===== src/rtl/core/mbz_pkg.sv =====
package mbz_pkg;

  localparam int unsigned MaxPointsX = 8;
  localparam int unsigned MaxPointsY = 8;
  localparam int unsigned FracBits   = 16;

  typedef enum logic [1:0] {
    MODE_WRITE    = 2'd0,
    MODE_TO_WORK  = 2'd1,
    MODE_TO_MOTOR = 2'd2,
    MODE_NONE     = 2'd3
  } mode_e;

  typedef enum logic [2:0] {
    REG_ORIGIN_X   = 3'd0,
    REG_ORIGIN_Y   = 3'd1,
    REG_CELL_DX    = 3'd2,
    REG_CELL_DY    = 3'd3,
    REG_POINTS_X   = 3'd4,
    REG_POINTS_Y   = 3'd5,
    REG_MESH_VALID = 3'd6,
    REG_LIVE_Z     = 3'd7
  } reg_e;

  typedef struct packed {
    logic [1:0]         mode;
    logic signed [31:0] pos_x;
    logic signed [31:0] pos_y;
    logic signed [31:0] pos_z;
    logic [2:0]         col_index;
    logic [2:0]         row_index;
    logic signed [31:0] point_value;
  } in_t;

  typedef struct packed {
    logic signed [31:0] level_offset;
    logic signed [31:0] adjusted_z;
  } out_t;

  // Per-item control and payload that rides alongside the arithmetic.
  typedef struct packed {
    logic               is_write;
    logic               wr_ok;
    logic               to_motor;
    logic signed [31:0] pos_z;
    logic [2:0]         col;
    logic [2:0]         row;
    logic signed [31:0] value;
  } side_t;

  typedef struct packed {
    side_t              side;
    logic signed [32:0] rel_x;
    logic signed [32:0] rel_y;
  } entry_t;

endpackage


===== src/rtl/core/mbz_queue.sv =====
module mbz_queue (
  input  logic            clk_i,
  input  logic            rst_ni,
  input  logic            push_i,
  input  mbz_pkg::entry_t entry_i,
  output logic            full_o,
  input  logic            pop_i,
  output logic            valid_o,
  output mbz_pkg::entry_t entry_o
);

  mbz_pkg::entry_t mem_q [2];
  logic            wptr_q, wptr_d;
  logic            rptr_q, rptr_d;
  logic [1:0]      cnt_q, cnt_d;
  logic            do_push, do_pop;

  always_comb begin
    full_o  = (cnt_q == 2'd2);
    valid_o = (cnt_q != 2'd0);
    entry_o = mem_q[rptr_q];
    do_push = push_i && !full_o;
    do_pop  = pop_i && valid_o;
    wptr_d  = do_push ? !wptr_q : wptr_q;
    rptr_d  = do_pop ? !rptr_q : rptr_q;
    cnt_d   = cnt_q + {1'b0, do_push} - {1'b0, do_pop};
  end

  always_ff @(posedge clk_i or negedge rst_ni) begin
    if (!rst_ni) begin
      wptr_q <= 1'b0;
      rptr_q <= 1'b0;
      cnt_q  <= 2'd0;
    end else begin
      wptr_q <= wptr_d;
      rptr_q <= rptr_d;
      cnt_q  <= cnt_d;
    end
  end

  always_ff @(posedge clk_i) begin
    if (do_push) begin
      mem_q[wptr_q] <= entry_i;
    end
  end

endmodule


===== config.mk =====
export PLATFORM = sky130hd
export DESIGN_NAME = mbz_queue
export DESIGN_NICKNAME = d
export VERILOG_FILES = /design/src/rtl/core/mbz_pkg.sv /design/src/rtl/core/mbz_queue.sv
export SDC_FILE = /design/constraint.sdc
export NUM_CORES = 1
export LEC_CHECK = 0
export BUFFER_PORTS_ARGS = -buffer_cell sky130_fd_sc_hd__buf_2
export CAP_MARGIN = 20
export CORE_MARGIN = 5
export CORE_UTILIZATION = 50
export DETAILED_ROUTE_END_ITERATION = 7
export PLACE_DENSITY = 0.74
export SLEW_MARGIN = 20
export SYNTH_ARGS = -nofsm -noshare
export SYNTH_HDL_FRONTEND = slang
export SYNTH_SLANG_ARGS = --single-unit

===== constraint.sdc =====
create_clock -name clk_i -period 19.8 [get_ports clk_i]
set_clock_uncertainty 0.2 [all_clocks]
set_input_delay 3.96 -clock clk_i [delete_from_list [all_inputs] [get_ports clk_i]]
set_output_delay 3.96 -clock clk_i [all_outputs]
set_load 0.03 [all_outputs]

==> run summary <==
The maximum cell stage delay along the critical path came out at 0.84 ns. The first TritonRoute pass finished after 4 iterations. The path class of the tightest hold or removal check is reg -> reg. The first global-routing pass estimated 30.1 mm of wire. The total number of H-tree levels is 1. The startpoint of the most critical hold path is cnt_q[0]$_DFF_PN0_.

edfxtp_1 takes more of the synthesized area than any other cell. The average wire length per cell after detail routing came out at ~19 um. The critical-path maximum fanout came out at 65. The slew at the pin with the worst max-slew slack came out at approximately 1.1 ns. The clock reaches the later pin of the worst-skew pair after 0.51 ns. On the critical path, the stage with the largest delay is an instance of buf_4. The summed area of non-filler cells in the final layout came out at about 13000 um^2.

The number of vias after detailed routing came out at 5248. For the worst flop-to-flop path, the logic depth is 3. For the final routed database, the setup TNS stands at 0 ns. In this run the critical register-to-register path is captured at mem_q[1][99]$_DFFE_PP_. In the routed layout, each cell is associated on average with a via count of 4.99. The total setup buffers inserted after CTS came out at 0. The top cell type by area accounts for 78.4% of the synthesized area.

Wires add up to 20.3 mm. The total count of hold-check failures in the final report was 0. The synthesized design contains 278 enable-type register cells. The number of cells after detailed placement came out at 998. Yosys attributes the largest share of cell area to edfxtp_1 (78%), mux2_4 (14%), mux2_2 (4.1%), buf_6 (1.2%), dfrtp_1 (0.94%).

The initial antenna violation count was 2. The critical path buffer and inverter count is 2. The hold-critical path endpoint is cnt_q[0]$_DFF_PN0_.

The switching power is 763 uW. The clock group share of total power is 26.3%. The worst slew margin relative to its limit is 29.4%. Counting instances in the post-synthesis netlist gives the leading cell types as edfxtp_1 (278), mux2_4 (100), mux2_2 (39). The worst-case vdd ir drop is 0.000100 V.

Once detail routing completed, the nets flagged for antenna violations numbered 0. The number of DRC markers in iteration 0 is roughly 260. TritonCTS built the clock tree. The sequential-to-total area share from yosys stat is 79.3%.

The number of clock sinks came out at 282. The run finished with clean final reports. For this run, the number of Yosys warnings is 0. The synthesized netlist cell count is 451. The part of the total power dissipated in combinational logic came out at 35.8%. Measured along the y axis, the die boundary spans roughly 160 um. The final critical path takes up 34.6% of the cycle.

The most frequently used cell type in the post-synthesis netlist is edfxtp_1. The number of hold buffers added after cts came out at 0. The signal on the critical path passes through buf_4, mux2_2, buf_2. The post-detailed-placement half-perimeter wirelength came out at between 10 and 15 mm. The final critical-path required period came out at 6.86 ns. In this run the static leakage power is ~5.3 nW. The async set-reset flop share out of synthesis came out at 1.42%. Clock-pin slew was measured on the worst setup and hold paths at 0.06 ns.

Counting along the longest clock path gives a buffer depth of 3. The count of final max-slew check failures is 0. The final weighted congestion of routability-driven global placement is 0.795. The areal power density over the cells is 170 nW/um^2. Synthesis inferred approximately 280 register bits.

In this run, distinct cell masters in the synthesized netlist total 17. Among cell families on the critical path, the largest total delay comes from buffers and inverters. Cells with a size suffix above 1 make up 61.3% of the layout.

In this run the cell area measured after placement is 12300 um^2. The maximum clock frequency is 146 MHz. The global-route total usage across every layer is 15.8%. The relative contribution of sequential cells to total power is 38.0%.

The average size of a mapped cell is 23.6 um^2. The number of global-route vias before repair came out at 5608. After global routing the overflow that remains totals 0. The worst setup path is captured at an output port. The endpoint required time on the critical path came out at 15.64 ns. The full die area is roughly 24000 um^2. The critical path is of the reg -> out type. The total setup violations reported at the end of the flow is 0. In the synthesized netlist the dominant register cell turns out to be edfxtp_1. Setup repair after global routing left no endpoint under its margin. Measured along the x axis, the die boundary spans 156 um. In this run the core area contains 53 standard-cell rows. The cell depth of the worst hold path is 1. The synthesized netlist net count came out at 596. The worst register-to-register path begins at cnt_q[1]$_DFF_PN0_. The initial utilization of the core area, before any placement, comes to between 50% and 60%. Entering global routing, the biggest net connects 74 pins.

The core outline area is 21000 um^2. The data arrival time of the critical path came out at 2.70 ns. After clock tree synthesis, the repair step resized 0 gates. The cell area that synthesis handed to floorplanning was 10600 um^2. The number of DRC violations after detailed routing came out at 0. The flop-to-flop setup slack is ~17 ns. The I/O pin count came out at 284. Counting the buffers created by CTS gives 29. The internal power came out at 1.51 mW. The library cell used as clock root buffer is clkbuf_16.

The non-filler instance count after layout came out at 1052. STA classifies the critical path startpoint as a flip-flop. The number of buffers inserted by port buffering is between 200 and 300. In the final design database the tool counted between 800 and 900 nets. The synthesis-to-layout area growth is 25.7%. The max-cap check violation count is 0. The switching share of total power came out at between 30% and 40%.
## power groups by stage
| stage | clock network (mW) | logic [mW] | registers, mW |
|---|---|---|---|
| floorplan | 0 | 0.648 | 0.877 |
| global placement | 0 | 0.810 | 0.867 |
| detailed placement | 0 | 0.822 | 0.876 |
| CTS | 0.611 | 0.825 | 0.865 |
| global route | 0.637 | 0.854 | 0.874 |
| finish | 0.597 | 0.812 | 0.862 |
## cell type report
| cell class | instances | area, um^2 |
|---|---|---|
| Antenna cell | 1 | 2.50 |
| Multi-Input combinational cell | 151 | 2050 |
| Timing Repair Buffer | 288 | 1450 |
| Clock inverter | 22 | 340 |
| Fill cell | 1457 | 7640 |
| Sequential cell | 282 | 8450 |
| Tap cell | 275 | 344 |
| Inverter | 2 | 7.51 |
| Clock buffer | 31 | 733 |
## worst max path at each step
| stage | start | endpoint | slack, ns | depth (start not counted) |
|---|---|---|---|---|
| 4_1_cts | rptr_q$_DFFE_PN0P_ | entry_o[134] | 12.90 | 3 |
| 2_1_floorplan | push_i | mem_q[0][0]$_DFFE_PP_ | 9.13 | 2 |
| 3_3_place_gp | push_i | mem_q[1][130]$_DFFE_PP_ | 13.40 | 3 |
| 5_1_grt | rptr_q$_DFFE_PN0P_ | entry_o[134] | 12.81 | 3 |
| 3_5_place_dp | push_i | mem_q[1][104]$_DFFE_PP_ | 13.35 | 3 |
| 6_report | rptr_q$_DFFE_PN0P_ | entry_o[20] | 12.94 | 3 |
## registers in the layout, indices dropped and copies added (netlist names)
signal  flops
mem_q     278
rptr_q      1
wptr_q      1
cnt_q       2
## cells by family after synthesis
| kind of cell | after synthesis | share of synthesized area, % |
|---|---|---|
| DFF | 282 | 79.3 |
| buffers and inverters | 18 | 1.56 |
| adders and majority gates | 2 | 0.235 |
| and+or+nand+nor | 6 | 0.306 |
| muxes | 139 | 18.2 |
| xor gates and xnor gates | 4 | 0.329 |
## metrics by stage
step | util (%) | total power [mW] | hold WS (ns) | worst slack (ns)
floorplan | - | 1.52 | 0.261 | 9.13
global placement | 58.5 | 1.68 | 0.294 | 13.40
detailed placement | 58.5 | 1.70 | 0.342 | 13.35
CTS | 63.6 | 2.30 | 0.356 | 12.90
global route | 63.6 | 2.37 | 0.379 | 12.81
finish | 63.6 | 2.27 | 0.353 | 12.94
## layout by cell type (no fill, tap or decap)
master / count
and2_1: 1
and3_4: 1
buf_2: 283
buf_4: 5
bufinv_16: 9
clkbuf_1: 2
clkbuf_16: 29
clkinv_1: 6
clkinv_2: 3
clkinv_4: 1
clkinvlp_4: 2
dfrtp_1: 3
dfrtp_4: 1
diode_2: 1
edfxtp_1: 278
ha_1: 2
inv_1: 2
inv_6: 1
mux2_2: 39
mux2_4: 100
nand2_1: 1
nand2b_1: 1
nor2_4: 1
or2_2: 1
xnor2_1: 3
xor2_1: 1
## routing by layer
metal / GRT usage [%] / wire, um / up-vias
met5: 0 / 13 / -
met4: 5.46 / 499 / 2
met3: 4.80 / 1800 / 39
met2: 27.0 / 10200 / 222
met1: 19.3 / 7780 / 2584
li1: - / - / 2401
No activity file was read; power rests on OpenSTA's default activity.
